$ cat src/sv/assert_macros.svh
// assertion helpers included by tsf_dp
`ifndef ASSERT_MACROS_SVH
`define ASSERT_MACROS_SVH

// property p must hold at every edge outside reset
`define ASSERT_CLK(label, clk, rst_n, p, msg) \
  label: assert property (@(posedge clk) disable iff (!rst_n) (p)) else $error(msg);

// antecedent a implies consequent c in the next cycle
`define ASSERT_NEXT(label, clk, rst_n, a, c, msg) \
  label: assert property (@(posedge clk) disable iff (!rst_n) (a) |=> (c)) else $error(msg);

`endif

$ cat src/sv/tsf_pkg.sv
package tsf_pkg;

  localparam int PanelW = 64;
  localparam int PanelH = 32;
  localparam int MaxResults = 32;
  localparam int RowW = $clog2(PanelH);
  localparam int CntW = $clog2(MaxResults + 1);
  // coordinates after accumulation: 10-bit values, sums up to 1023*1023
  localparam int CoordW = 11;
  localparam int AccW = 22;
  localparam int DivW = 22;

  localparam logic FUNC_DRAW  = 1'b0;
  localparam logic FUNC_CLEAR = 1'b1;

  typedef enum logic [3:0] {
    ST_IDLE,
    ST_CLEAR,
    ST_SORT,
    ST_SETUP,
    ST_ROW,
    ST_DIV,
    ST_READ,
    ST_EMIT,
    ST_NEXT
  } tsf_state_t;

  typedef struct packed {
    logic load;
    logic sort;
    logic setup;
    logic row_start;
    logic div_start;
    logic mem_read;
    logic emit;
    logic step;
    logic clear;
  } tsf_cmd_t;

  typedef struct packed {
    logic flat;
    logic done;
    logic visible;
    logic div_busy;
    logic clear_done;
  } tsf_sts_t;

endpackage

$ cat src/sv/tsf_if.sv
interface tsf_in_if;
  import tsf_pkg::*;
  logic valid;
  logic ready;
  logic func;
  logic signed [9:0] v0_x;
  logic signed [9:0] v0_y;
  logic signed [9:0] v1_x;
  logic signed [9:0] v1_y;
  logic signed [9:0] v2_x;
  logic signed [9:0] v2_y;
  logic [15:0] tri_color;
  modport source (output valid, func, v0_x, v0_y, v1_x, v1_y, v2_x, v2_y, tri_color,
                  input ready);
  modport sink (input valid, func, v0_x, v0_y, v1_x, v1_y, v2_x, v2_y, tri_color,
                output ready);
endinterface

interface tsf_out_if;
  logic valid;
  logic ready;
  logic [4:0] row;
  logic [63:0] pixel_mask;
  logic [15:0] pixel_color;
  logic last;
  modport source (output valid, row, pixel_mask, pixel_color, last, input ready);
  modport sink (input valid, row, pixel_mask, pixel_color, last, output ready);
endinterface

$ cat src/sv/tsf_ram.sv
module tsf_ram #(
  parameter int Width = 8,
  parameter int Depth = 16
) (
  input  logic                     clk,
  input  logic                     we,
  input  logic [$clog2(Depth)-1:0] waddr,
  input  logic [Width-1:0]         wdata,
  input  logic [$clog2(Depth)-1:0] raddr,
  output logic [Width-1:0]         rdata
);
  logic [Width-1:0] mem [Depth];

  always_ff @(posedge clk) begin
    if (we) begin
      mem[waddr] <= wdata;
    end
    rdata <= mem[raddr];
  end
endmodule

$ cat src/sv/tsf_div.sv
// restoring signed divider, truncating toward zero, one quotient bit a cycle
module tsf_div import tsf_pkg::*; (
  input  logic                   clk,
  input  logic                   rst_n,
  input  logic                   start,
  input  logic signed [AccW-1:0] num,
  input  logic signed [CoordW-1:0] den,
  output logic                   busy,
  output logic signed [AccW-1:0] quo
);
  localparam int CW = $clog2(DivW + 1);
  logic [DivW-1:0] rem_r, rem_nxt, q_r, q_nxt;
  logic [CoordW-1:0] d_r, d_nxt;
  logic neg_r, neg_nxt;
  logic [CW-1:0] cnt_r, cnt_nxt;
  logic [DivW:0] trial;
  logic [DivW-1:0] shifted;

  always_comb begin
    rem_nxt = rem_r;
    q_nxt = q_r;
    d_nxt = d_r;
    neg_nxt = neg_r;
    cnt_nxt = cnt_r;
    shifted = '0;
    trial = '0;
    if (start) begin
      q_nxt = num[AccW-1] ? DivW'(-num) : DivW'(num);
      d_nxt = den[CoordW-1] ? CoordW'(-den) : CoordW'(den);
      neg_nxt = num[AccW-1] ^ den[CoordW-1];
      rem_nxt = '0;
      cnt_nxt = CW'(DivW);
    end else if (cnt_r != '0) begin
      shifted = {rem_r[DivW-2:0], q_r[DivW-1]};
      trial = {1'b0, shifted} - {{(DivW+1-CoordW){1'b0}}, d_r};
      if (!trial[DivW]) begin
        rem_nxt = trial[DivW-1:0];
        q_nxt = {q_r[DivW-2:0], 1'b1};
      end else begin
        rem_nxt = shifted;
        q_nxt = {q_r[DivW-2:0], 1'b0};
      end
      cnt_nxt = cnt_r - 1'b1;
    end
  end

  always_ff @(posedge clk) begin
    if (!rst_n) begin
      cnt_r <= '0;
    end else begin
      cnt_r <= cnt_nxt;
    end
    rem_r <= rem_nxt;
    q_r <= q_nxt;
    d_r <= d_nxt;
    neg_r <= neg_nxt;
  end

  assign busy = (cnt_r != '0);
  assign quo = neg_r ? -$signed(q_r) : $signed(q_r);
endmodule

$ cat src/sv/tsf_dp.sv
module tsf_dp import tsf_pkg::*; (
  input  logic     clk,
  input  logic     rst_n,
  input  tsf_cmd_t cmd,
  output tsf_sts_t sts,
  tsf_in_if.sink   in_ch,
  tsf_out_if.source out_ch
);
  `include "assert_macros.svh"

  logic signed [CoordW-1:0] x0_r, y0_r, x1_r, y1_r, x2_r, y2_r;
  logic signed [CoordW-1:0] x0_nxt, y0_nxt, x1_nxt, y1_nxt, x2_nxt, y2_nxt;
  logic [15:0] col_r;
  logic [15:0] pcol_r;
  logic last_r, last_nxt;
  logic signed [CoordW-1:0] y_r, lastr_r;
  logic lower_r;
  logic signed [AccW-1:0] sa_r, sb_r;
  logic signed [CoordW-1:0] a_r, b_r;
  logic [CntW-1:0] n_r;
  logic [RowW-1:0] clr_r;
  logic divsel_r;
  logic signed [AccW-1:0] dnum;
  logic signed [CoordW-1:0] dden;
  logic dbusy;
  logic signed [AccW-1:0] dq;
  logic [PanelW-1:0] rdata, span;
  logic [63:0] mask_r;
  logic [RowW-1:0] row_r;
  logic ov_r;
  logic signed [CoordW-1:0] dy01, dy02, dy12, dx01, dx02, dx12;
  logic signed [CoordW-1:0] lo, hi;
  logic signed [CoordW-1:0] t_x, t_y;
  logic we;
  logic [RowW-1:0] waddr;
  logic [PanelW-1:0] wdata;

  assign dx01 = x1_r - x0_r;
  assign dy01 = y1_r - y0_r;
  assign dx02 = x2_r - x0_r;
  assign dy02 = y2_r - y0_r;
  assign dx12 = x2_r - x1_r;
  assign dy12 = y2_r - y1_r;

  // three-compare network, one swap per cycle would do but values are narrow
  always_comb begin
    x0_nxt = x0_r; y0_nxt = y0_r; x1_nxt = x1_r;
    y1_nxt = y1_r; x2_nxt = x2_r; y2_nxt = y2_r;
    t_x = '0; t_y = '0;
    if (y0_nxt > y1_nxt) begin
      t_x = x0_nxt; t_y = y0_nxt; x0_nxt = x1_nxt; y0_nxt = y1_nxt;
      x1_nxt = t_x; y1_nxt = t_y;
    end
    if (y0_nxt > y2_nxt) begin
      t_x = x0_nxt; t_y = y0_nxt; x0_nxt = x2_nxt; y0_nxt = y2_nxt;
      x2_nxt = t_x; y2_nxt = t_y;
    end
    if (y1_nxt > y2_nxt) begin
      t_x = x1_nxt; t_y = y1_nxt; x1_nxt = x2_nxt; y1_nxt = y2_nxt;
      x2_nxt = t_x; y2_nxt = t_y;
    end
  end

  // divider is shared between the a edge and the b edge of the current row
  always_comb begin
    if (!divsel_r) begin
      dnum = sa_r;
      dden = lower_r ? dy12 : dy01;
    end else begin
      dnum = sb_r;
      dden = dy02;
    end
  end

  tsf_div u_div (
    .clk(clk), .rst_n(rst_n), .start(cmd.div_start), .num(dnum), .den(dden),
    .busy(dbusy), .quo(dq)
  );

  always_comb begin
    lo = (a_r > b_r) ? b_r : a_r;
    hi = (a_r > b_r) ? a_r : b_r;
    if (lo < 0) lo = '0;
    if (hi > CoordW'(PanelW - 1)) hi = CoordW'(PanelW - 1);
    span = '0;
    for (int i = 0; i < PanelW; i++) begin
      span[i] = (CoordW'(i) >= lo) && (CoordW'(i) <= hi);
    end
  end

  assign we = cmd.clear || cmd.emit;
  assign waddr = cmd.clear ? clr_r : y_r[RowW-1:0];
  assign wdata = cmd.clear ? '0 : (rdata | span);

  tsf_ram #(.Width(PanelW), .Depth(PanelH)) u_occ (
    .clk(clk), .we(we), .waddr(waddr), .wdata(wdata),
    .raddr(y_r[RowW-1:0]), .rdata(rdata)
  );

  // no later row can be emitted once the walk, the panel or the result budget ends
  assign last_nxt = sts.flat || sts.done || (y_r >= CoordW'(PanelH - 1)) ||
                    (n_r == CntW'(MaxResults - 1));

  always_ff @(posedge clk) begin
    if (!rst_n) begin
      ov_r <= 1'b0;
      n_r <= '0;
      clr_r <= '0;
    end else begin
      if (cmd.load) begin
        n_r <= '0;
        clr_r <= '0;
      end else if (cmd.clear) begin
        clr_r <= clr_r + 1'b1;
      end
      if (cmd.emit) begin
        ov_r <= 1'b1;
        n_r <= n_r + 1'b1;
      end else if (out_ch.ready) begin
        ov_r <= 1'b0;
      end
    end
  end

  always_ff @(posedge clk) begin
    if (cmd.load) begin
      x0_r <= CoordW'(in_ch.v0_x); y0_r <= CoordW'(in_ch.v0_y);
      x1_r <= CoordW'(in_ch.v1_x); y1_r <= CoordW'(in_ch.v1_y);
      x2_r <= CoordW'(in_ch.v2_x); y2_r <= CoordW'(in_ch.v2_y);
      col_r <= in_ch.tri_color;
    end
    if (cmd.sort) begin
      x0_r <= x0_nxt; y0_r <= y0_nxt; x1_r <= x1_nxt;
      y1_r <= y1_nxt; x2_r <= x2_nxt; y2_r <= y2_nxt;
    end
    if (cmd.setup) begin
      y_r <= y0_r;
      lastr_r <= (y1_r == y2_r) ? y1_r : y1_r - 1'b1;
      // with a flat top the walk starts on the lower edge
      lower_r <= (y0_r == y1_r);
      sa_r <= '0;
      sb_r <= '0;
    end
    if (cmd.row_start) begin
      divsel_r <= 1'b0;
      if (sts.flat) begin
        a_r <= (x0_r < x1_r) ? ((x0_r < x2_r) ? x0_r : x2_r) : ((x1_r < x2_r) ? x1_r : x2_r);
        b_r <= (x0_r > x1_r) ? ((x0_r > x2_r) ? x0_r : x2_r) : ((x1_r > x2_r) ? x1_r : x2_r);
      end
    end
    if (cmd.div_start && divsel_r) begin
      // first quotient ready
      a_r <= (lower_r ? x1_r : x0_r) +
             (((lower_r ? dy12 : dy01) == '0) ? CoordW'(0) : CoordW'(dq));
    end
    if (cmd.div_start) begin
      divsel_r <= ~divsel_r;
    end
    if (cmd.mem_read) begin
      b_r <= x0_r + CoordW'(dq);
    end
    if (cmd.emit) begin
      row_r <= y_r[RowW-1:0];
      mask_r <= 64'(span & ~rdata);
      pcol_r <= col_r;
      last_r <= last_nxt;
    end
    if (cmd.step) begin
      if (!lower_r && y_r == lastr_r) begin
        lower_r <= 1'b1;
        sa_r <= '0;
        sb_r <= sb_r + AccW'(dx02);
      end else begin
        sa_r <= sa_r + AccW'(lower_r ? dx12 : dx01);
        sb_r <= sb_r + AccW'(dx02);
      end
      y_r <= y_r + 1'b1;
    end
  end

  // the a edge of each row is divided before divsel flips, so capture it
  // from the first division when the second starts
  assign sts.flat = (y0_r == y2_r);
  assign sts.done = (y_r >= y2_r);
  assign sts.visible = (y_r >= 0) && (y_r < CoordW'(PanelH)) && (n_r < CntW'(MaxResults));
  assign sts.div_busy = dbusy;
  assign sts.clear_done = (clr_r == RowW'(PanelH - 1));

  assign out_ch.valid = ov_r;
  assign out_ch.row = 5'(row_r);
  assign out_ch.pixel_mask = mask_r;
  assign out_ch.pixel_color = pcol_r;
  assign out_ch.last = last_r;

  `ASSERT_NEXT(a_emit_valid, clk, rst_n, cmd.emit, ov_r, "emit did not raise valid")
  `ASSERT_CLK(a_no_overrun, clk, rst_n, !(cmd.emit && ov_r && !out_ch.ready),
    "result overwritten")
  `ASSERT_NEXT(a_out_hold, clk, rst_n, out_ch.valid && !out_ch.ready, out_ch.valid,
    "result dropped before acceptance")
endmodule

$ cat src/sv/tsf_ctrl.sv
module tsf_ctrl import tsf_pkg::*; (
  input  logic     clk,
  input  logic     rst_n,
  input  logic     in_valid,
  input  logic     in_func,
  input  logic     out_free,
  input  tsf_sts_t sts,
  output tsf_cmd_t cmd,
  output logic     in_ready
);
  tsf_state_t st_r, st_nxt;

  // reset runs a full bitmap clear before the first transaction
  always_ff @(posedge clk) begin
    if (!rst_n) begin
      st_r <= ST_CLEAR;
    end else begin
      st_r <= st_nxt;
    end
  end

  always_comb begin
    st_nxt = st_r;
    cmd = '0;
    in_ready = 1'b0;
    unique case (st_r)
      ST_IDLE: begin
        in_ready = 1'b1;
        if (in_valid) begin
          cmd.load = 1'b1;
          st_nxt = (in_func == FUNC_CLEAR) ? ST_CLEAR : ST_SORT;
        end
      end
      ST_CLEAR: begin
        cmd.clear = 1'b1;
        if (sts.clear_done) st_nxt = ST_IDLE;
      end
      ST_SORT: begin
        cmd.sort = 1'b1;
        st_nxt = ST_SETUP;
      end
      ST_SETUP: begin
        cmd.setup = 1'b1;
        st_nxt = ST_ROW;
      end
      ST_ROW: begin
        cmd.row_start = 1'b1;
        st_nxt = sts.flat ? ST_READ : ST_DIV;
      end
      ST_DIV: begin
        cmd.div_start = 1'b1;
        st_nxt = ST_NEXT;
      end
      ST_NEXT: begin
        if (!sts.div_busy) begin
          cmd.div_start = 1'b1;
          st_nxt = ST_READ;
        end
      end
      ST_READ: begin
        if (!sts.div_busy || sts.flat) begin
          if (!sts.flat) cmd.mem_read = 1'b1;
          st_nxt = ST_EMIT;
        end
      end
      ST_EMIT: begin
        if (!sts.visible) begin
          cmd.step = !sts.flat;
          st_nxt = (sts.flat || sts.done) ? ST_IDLE : ST_ROW;
        end else if (out_free) begin
          cmd.emit = 1'b1;
          cmd.step = !sts.flat;
          st_nxt = (sts.flat || sts.done) ? ST_IDLE : ST_ROW;
        end
      end
      default: st_nxt = ST_IDLE;
    endcase
  end
endmodule

$ cat src/sv/triangle_scanline_fill.sv
// triangle transaction: load, sort and set up, then for each walked row a row start, two
// serial divisions on one divider and a bitmap write; rows off the panel skip the write;
// a flat triangle is one row with no division; output stalls hold a row in its emit step
// clear transaction: one bitmap row a cycle through the single write port
// one transaction at a time; results leave through a one-deep output register
// reset (synchronous, rst_n low) runs the bitmap clear before input is taken
module triangle_scanline_fill import tsf_pkg::*; (
  input logic       clk,
  input logic       rst_n,
  tsf_in_if.sink    in_ch,
  tsf_out_if.source out_ch
);
  tsf_cmd_t cmd;
  tsf_sts_t sts;

  tsf_ctrl u_ctrl (
    .clk(clk), .rst_n(rst_n), .in_valid(in_ch.valid), .in_func(in_ch.func),
    .out_free(!out_ch.valid || out_ch.ready), .sts(sts), .cmd(cmd),
    .in_ready(in_ch.ready)
  );

  tsf_dp u_dp (
    .clk(clk), .rst_n(rst_n), .cmd(cmd), .sts(sts), .in_ch(in_ch), .out_ch(out_ch)
  );
endmodule
$ cat src/flat_wrapper.sv
// flat-port wrapper written by rule: the top's interface ports become plain ports
module triangle_scanline_fill_flat import tsf_pkg::*;
  (clk, rst_n, in_ch_valid, in_ch_func, in_ch_v0_x, in_ch_v0_y, in_ch_v1_x, in_ch_v1_y, in_ch_v2_x, in_ch_v2_y, in_ch_tri_color, in_ch_ready, out_ch_valid, out_ch_row, out_ch_pixel_mask, out_ch_pixel_color, out_ch_last, out_ch_ready);
  tsf_in_if in_ch_i ();
  tsf_out_if out_ch_i ();
  input logic clk;
  input logic rst_n;
  input wire logic [$bits(in_ch_i.valid)-1:0] in_ch_valid;
  input wire logic [$bits(in_ch_i.func)-1:0] in_ch_func;
  input wire logic [$bits(in_ch_i.v0_x)-1:0] in_ch_v0_x;
  input wire logic [$bits(in_ch_i.v0_y)-1:0] in_ch_v0_y;
  input wire logic [$bits(in_ch_i.v1_x)-1:0] in_ch_v1_x;
  input wire logic [$bits(in_ch_i.v1_y)-1:0] in_ch_v1_y;
  input wire logic [$bits(in_ch_i.v2_x)-1:0] in_ch_v2_x;
  input wire logic [$bits(in_ch_i.v2_y)-1:0] in_ch_v2_y;
  input wire logic [$bits(in_ch_i.tri_color)-1:0] in_ch_tri_color;
  output wire logic [$bits(in_ch_i.ready)-1:0] in_ch_ready;
  output wire logic [$bits(out_ch_i.valid)-1:0] out_ch_valid;
  output wire logic [$bits(out_ch_i.row)-1:0] out_ch_row;
  output wire logic [$bits(out_ch_i.pixel_mask)-1:0] out_ch_pixel_mask;
  output wire logic [$bits(out_ch_i.pixel_color)-1:0] out_ch_pixel_color;
  output wire logic [$bits(out_ch_i.last)-1:0] out_ch_last;
  input wire logic [$bits(out_ch_i.ready)-1:0] out_ch_ready;
  assign in_ch_i.valid = in_ch_valid;
  assign in_ch_i.func = in_ch_func;
  assign in_ch_i.v0_x = in_ch_v0_x;
  assign in_ch_i.v0_y = in_ch_v0_y;
  assign in_ch_i.v1_x = in_ch_v1_x;
  assign in_ch_i.v1_y = in_ch_v1_y;
  assign in_ch_i.v2_x = in_ch_v2_x;
  assign in_ch_i.v2_y = in_ch_v2_y;
  assign in_ch_i.tri_color = in_ch_tri_color;
  assign in_ch_ready = in_ch_i.ready;
  assign out_ch_valid = out_ch_i.valid;
  assign out_ch_row = out_ch_i.row;
  assign out_ch_pixel_mask = out_ch_i.pixel_mask;
  assign out_ch_pixel_color = out_ch_i.pixel_color;
  assign out_ch_last = out_ch_i.last;
  assign out_ch_i.ready = out_ch_ready;
  triangle_scanline_fill u_core (.clk(clk), .rst_n(rst_n), .in_ch(in_ch_i), .out_ch(out_ch_i));
endmodule
$ cat config.mk
export PLATFORM = sky130hd
export DESIGN_NAME = triangle_scanline_fill_flat
export DESIGN_NICKNAME = d
export VERILOG_FILES = /design/src/sv/tsf_pkg.sv /design/src/sv/tsf_if.sv /design/src/sv/tsf_ram.sv /design/src/sv/tsf_div.sv /design/src/sv/tsf_dp.sv /design/src/sv/tsf_ctrl.sv /design/src/sv/triangle_scanline_fill.sv /design/src/flat_wrapper.sv
export VERILOG_INCLUDE_DIRS = /design/src /design/src/sv
export SDC_FILE = /design/constraint.sdc
export NUM_CORES = 2
export LEC_CHECK = 0
export BUFFER_PORTS_ARGS = -buffer_cell sky130_fd_sc_hd__buf_2
export CAP_MARGIN = 40
export CORE_ASPECT_RATIO = 0.9
export CORE_MARGIN = 2
export CORE_UTILIZATION = 34
export DETAILED_ROUTE_END_ITERATION = 8
export GPL_TIMING_DRIVEN = 1
export PLACE_DENSITY_LB_ADDON = 0.3
export SLEW_MARGIN = 20
export SYNTH_ARGS = -nofsm -noshare
export SYNTH_HDL_FRONTEND = slang
export SYNTH_SLANG_ARGS = --single-unit
$ cat constraint.sdc
create_clock -name clk -period 7.9 [get_ports clk]
set_clock_uncertainty 0.1 [all_clocks]
set_input_delay 0.395 -clock clk [delete_from_list [all_inputs] [get_ports clk]]
set_output_delay 0.395 -clock clk [all_outputs]
set_load 0.05 [all_outputs]
==> After elaboration in Yosys (flattened, before gate mapping) <==
Memories as Yosys holds them, arrays and structs flattened. A register that Yosys moved wholly into a read port is not among the register bits.
Cells that the tools add are included.
{ "classes": {"n_mux": 101, "n_mul": 0, "n_eq_ne": 19, "div": 0, "bitwise": 6, "reduce_logical": 96, "n_addsub": 19, "order_cmp": 145, "n_shift": 0} }
{ "op_table": {"columns": ["operator", "n"], "rows": [
  ["11-bit two-way mux", 48],
  ["7-bit by 11-bit greater-or-equal comparator with 1-bit output (first input constant)", 32],
  ["7-bit by 11-bit less-or-equal comparator with 1-bit output (first input constant)", 32],
  ["22-bit two-way mux", 9],
  ["6-bit by 11-bit greater-or-equal comparator with 1-bit output (first input constant)", 16],
  ["6-bit by 11-bit less-or-equal comparator with 1-bit output (first input constant)", 16],
  ["5-bit by 11-bit greater-or-equal comparator with 1-bit output (first input constant)", 8],
  ["5-bit by 11-bit less-or-equal comparator with 1-bit output (first input constant)", 8],
  ["11-bit greater-than comparator", 7],
  ["1-bit logical AND", 68],
  ["11-bit subtractor", 6],
  ["64-bit AND", 1],
  ["64-bit two-way mux", 1],
  ["64-bit NOT", 1],
  ["64-bit OR", 1],
  ["11-bit equality test", 4],
  ["4-bit by 11-bit greater-or-equal comparator with 1-bit output (first input constant)", 4],
  ["4-bit by 11-bit less-or-equal comparator with 1-bit output (first input constant)", 4],
  ["4-bit one-hot mux with 9 select lines", 1],
  ["11-bit less-than comparator", 3],
  ["4-bit two-way mux", 6],
  ["1-bit two-way mux", 23],
  ["22-bit by 11-bit subtractor with 23-bit output", 1],
  ["11-bit adder", 2],
  ["49 further kinds", 84]
]} }
{ "totals": {"latchBits": 0, "ramBits": 2048, "memories": 1, "mem_bits_ro": 0, "ff_bits": 334, "out_inout_bits": 88, "wordCells": 417} }
{ "memory_table": {"columns": ["name", "words", "width", "rd", "rd_ports_with_merged_regs", "write_ports", "line", "rtl"], "rows": [
  ["u_core.u_dp.u_occ.mem", 32, 64, 1, 1, 1, "tsf_ram.sv:12", "logic [Width-1:0] mem [Depth];"]
]} }

==> Depth between registers and ports, before layout <==
{ "depth": {"depth_word": 8, "mapped_depth": 36} }

==> Worst setup path after synthesis <==
No wires, ideal clock.
{ "synth_path": {"kind": "flip-flop to flip-flop", "from": "reg u_core.u_dp.y_r[6]", "to": "mem u_core.u_dp.u_occ.mem[27][0] (netlist name) (enable)", "slack_ns": 0.768, "path_stages_with_launch": 10, "required_time_ns": 7.314, "period_less_slack_ns": 7.132, "setup_time_ns": 0.486, "arrival_time_ns": 6.545, "path_buffers": 1, "path_cell_list": "edfxtp_1 nor4_1 nand2_1 nor2_1 and4_1 nand2b_1 clkbuf_1 inv_1 a31oi_1 nor2_1"} }
{ "synth_rtl": {"columns": ["element", "line", "rtl"], "rows": [
  ["from (decl)", "tsf_dp.sv:16", "logic signed [CoordW-1:0] y_r, lastr_r;"],
  ["from (signal assigned)", "tsf_dp.sv:137", "y_r <= y0_r;"],
  ["from (signal assigned)", "tsf_dp.sv:177", "y_r <= y_r + 1'b1;"],
  ["to (decl)", "tsf_ram.sv:12", null]
]} }

==> Worst setup path after layout <==
{ "layout_path": {"from": "reg u_core.u_dp.y0_r[2]", "to": "reg u_core.u_dp.x2_r[6] (data pin)"} }
{ "layout_between": {"elab_chain_len": 7} }
{ "layout_lines": {"columns": ["element", "line", "rtl"], "rows": [
  ["from (decl)", "tsf_dp.sv:11", "logic signed [CoordW-1:0] x0_r, y0_r, x1_r, y1_r, x2_r, y2_r;"],
  ["from (signal assigned)", "tsf_dp.sv:127", "x0_r <= CoordW'(in_ch.v0_x); y0_r <= CoordW'(in_ch.v0_y);"],
  ["from (signal assigned)", "tsf_dp.sv:133", "x0_r <= x0_nxt; y0_r <= y0_nxt; x1_r <= x1_nxt;"],
  ["11-bit greater-than comparator", "tsf_dp.sv:50", "if (y0_nxt > y1_nxt) begin"],
  ["11-bit two-way mux", "tsf_dp.sv:50", null],
  ["11-bit greater-than comparator", "tsf_dp.sv:54", "if (y0_nxt > y2_nxt) begin"],
  ["11-bit two-way mux", "tsf_dp.sv:54", null],
  ["11-bit greater-than comparator", "tsf_dp.sv:58", "if (y1_nxt > y2_nxt) begin"],
  ["11-bit two-way mux *", "tsf_dp.sv:58", null],
  ["11-bit two-way mux *", "tsf_dp.sv:132", "if (cmd.sort) begin"],
  ["to (signal assigned)", "tsf_dp.sv:129", "x2_r <= CoordW'(in_ch.v2_x); y2_r <= CoordW'(in_ch.v2_y);"],
  ["to (signal assigned)", "tsf_dp.sv:134", "y1_r <= y1_nxt; x2_r <= x2_nxt; y2_r <= y2_nxt;"],
  ["to (decl)", "tsf_dp.sv:11", null]
]} }
Mark *: on every way between the ends. The rest lies on a longest branch, timed or not.
A chain may end at the register's enable or synchronous reset.

==> metrics.csv <==
stage,metric,value,unit
worst_hold_path,hold_class,input port to flip-flop,
clock_tree,root_buffer,clkbuf_16,
detailed_routing,vias_per_cell,5.65,
detailed_routing,dr.first_iter.drc_count,8202,
run,max_cap_viol_count,0,
synthesis,yosysSeqAreaShare,0.681,
timing,setup_viol,0,
clock_tree,cts_tree,built,
synthesis,synth_edf_count,2339,
die,die_w,593,µm
placement,dp_hpwl,193000,µm
synthesis,synth_top_family_by_area,multiplexers,
timing,rsz0062_at_grt,no,
worst_setup_path,cpMaxStageDelayCell,a2bb2oi_4,
synthesis,syn-cell-area,0.106,mm²
global_routing,grt_pass1_wl,459000,µm
cells_and_area,nets,6974,
clock_tree,cts.sinks,2446,
worst_setup_path,worstPathArrival,7.80,ns
synthesis,postSynthCellCount,6211,
timing,layout_worst_path_cycle_share,0.930,
run_status,status,finished clean,
detailed_routing,routed_wl,326000,µm
worst_setup_path,cp_data_required_time,8.35,ns
clock_tree,path_clk_slew,0.06,ns
synthesis,synth_compound_area_frac,0.0573,
global_routing,grt_overflow_total,0,
power_and_ir_drop,leakage,41.3,nW
die,die_height,534,µm
cells_and_area,final_util,0.399,
worst_setup_path,crit_type,flip-flop to flip-flop,
timing,fin_crit,7.35,ns
timing,worst_hold_slack,0.147,ns
synthesis,synthAdderAreaFrac,0.0246,
global_routing,grt_max_degree,129,
synthesis,yosysUniqueCellTypes,99,
synthesis,synth-simple-area-share,0.0513,
synthesis,synth-xor-area-share,0.0146,
global_routing,grt_pass1_vias,60700,
worst_setup_path,worstPathMaxFanout,33,
power_and_ir_drop,peakVddDrop,402,µV
die,io_pins,169,
clock_tree,clock_path_buffers,4,
timing,tightest_slew,0.958,ns
detailed_routing,drt_first_pass_iters,5,
global_routing,grt_usage,0.201,
timing,fmax,136,MHz
timing,relSlewSlack,0.361,
clock_tree,insertion_delay,0.91,ns
cells_and_area,mostFrequentLayoutCell,edfxtp_1,
worst_setup_path,startpoint_type,flip-flop,
synthesis,ys_seq_elements,2446,
synthesis,synth_mux_area_frac,0.153,
die,die_area,0.317,mm²
clock_tree,h-tree-depth,4,
cells_and_area,syn2layout_area_growth,16.6,%
synthesis,synth_area_per_cell,17.1,µm²
cells_and_area,drive_gt1_frac,0.246,
global_routing,antenna_found_initial,10,
die,std_cell_rows,194,
synthesis,async_reset_ff_frac,0,
synthesis,yosys_warnings,0,
worst_setup_path,crit_path_end_kind,flip-flop,
cells_and_area,final_cell_mix,"edfxtp_1, mux4_2, nand2_1",
timing,final.setup.tns,0,ns
detailed_routing,ant_nets,0,
synthesis,synth_flop_cell,edfxtp_1,
worst_setup_path,cpPeakStageDelay,0.59,ns
detailed_routing,route.vias.total,62300,
clock_tree,cts_setup_buffers,0,
timing,slew_violations,0,
power_and_ir_drop,power.density,303,mW/mm²
clock_tree,cts_buffers,247,
detailed_routing,detail_route.wl_per_cell,29.5,µm
die,core,0.311,mm²
placement,gp_congestion,0.969,
detailed_routing,drc,0,
placement,port_buffers,168,
die,start_util,0.342,
timing,hold_viol,0,
synthesis,syn-num-nets,6494,
## cell usage after synthesis, drive strengths merged, types with 20 or more instances
master	instances	area [µm²]
a21o	49	369
nor3	98	513
a31oi	32	200
mux2i	89	923
ha	191	2390
dfxtp	107	2140
and3	23	144
clkbuf	198	743
nand4	33	206
inv	169	634
mux2	86	968
o31ai	41	308
a211oi	33	258
nor4	45	315
nand2b	38	238
nand3	71	355
xor2	80	701
nand2	338	1280
nor2b	41	257
nor2	349	1320
o21ai	288	1450
a21oi	218	1100
o221ai	38	333
buf	103	480
o211ai	33	258
and2	21	134
xnor2	97	850
o22a	20	175
mux4	640	14400
o21a	59	443
edfxtp	2339	70200
or3	28	175
## path summary, 6_finish.rpt
kind / start / end / slack, ns / cells after the start
max: u_core.u_dp.y0_r[2] / u_core.u_dp.x2_r[6] / 0.55 / 27
min: in_ch_func / u_core.u_ctrl.st_r[0] / 0.15 / 6
min reg2reg: u_core.u_dp.col_r[12] / u_core.u_dp.out_ch.pixel_color[12] / 0.32 / 0
max reg2reg: u_core.u_dp.y0_r[2] / u_core.u_dp.x2_r[6] / 0.55 / 27
## critical path: cells and delay by family (launching register included)
kind,cells,cell delay [ns]
compound gates,12,3.24
buf+inv,6,1.06
fa+ha+maj,3,1.03
simple gates,4,0.65
mux,2,0.53
flops,1,0.45
## stage by stage
| step | instances | setup slack, ns | instance area [µm²] | total power [mW] |
|---|---|---|---|---|
| CTS | 11000 | 0.348 | 124000 | 37.6 |
| finish | 11000 | 0.550 | 124000 | 37.6 |
| detailed placement | 10500 | 0.427 | 114000 | 25.3 |
| floorplan | 6211 | 0.768 | 106000 | 22.3 |
| global placement | 10400 | 0.572 | 113000 | 25.0 |
| global route | 11000 | 0.0129 | 124000 | 39.0 |
## flip-flops by register name, indices dropped and copies added, names as in the netlist, 21 cells and up
| register | flops |
|---|---|
| u_core.u_dp.out_ch.pixel_mask | 64 |
| u_core.u_dp.u_occ.mem | 2048 |
| u_core.u_dp.u_div.rem_r | 21 |
| u_core.u_dp.sb_r | 22 |
| u_core.u_dp.sa_r | 22 |
| u_core.u_dp.u_occ.rdata | 64 |
| u_core.u_dp.u_div.q_r | 22 |
## final cells by class
cell class | count | area [µm²]
antenna | 3 | 7.51
sequential | 2446 | 72400
timing repair buffer | 532 | 4780
tap | 4116 | 5150
clock inverter | 139 | 1790
clock buffer | 318 | 6660
multi-input combinational | 3292 | 32500
fill | 28000 | 187000
inverter | 172 | 656
## logic make-up after synthesis
logic type	after synthesis
simple gates	1153
flops	2446
xor+xnor	177
compound gates	945
fa+ha+maj	202
mux	815
buf+inv	473
## metal layers
layer  track usage  part of all wire  vias to the layer above  wire length, µm
met4        0.0507             0.025                        2             7990
met3        0.0290             0.079                      452            25900
li1              -                 -                    26000                -
met5       0.00136           0.00014                        -               44
met1         0.302              0.45                    33000           145000
met2         0.306              0.45                     2829           147000
## where the power goes
part	leakage (nW)	switching, mW	internal [mW]	total (mW)
Combinational	14.6	5.50	2.81	8.31
Sequential	22.5	0.436	16.6	17.0
Clock	4.13	5.02	7.24	12.3
## timing repair
item,4_1_cts,5_1_grt
endpoints found under the hold margin,103,0
setup endpoints to repair,0,34
resized for setup,0,1
hold buffers,77,0
Power figures use the tool's default switching activity.
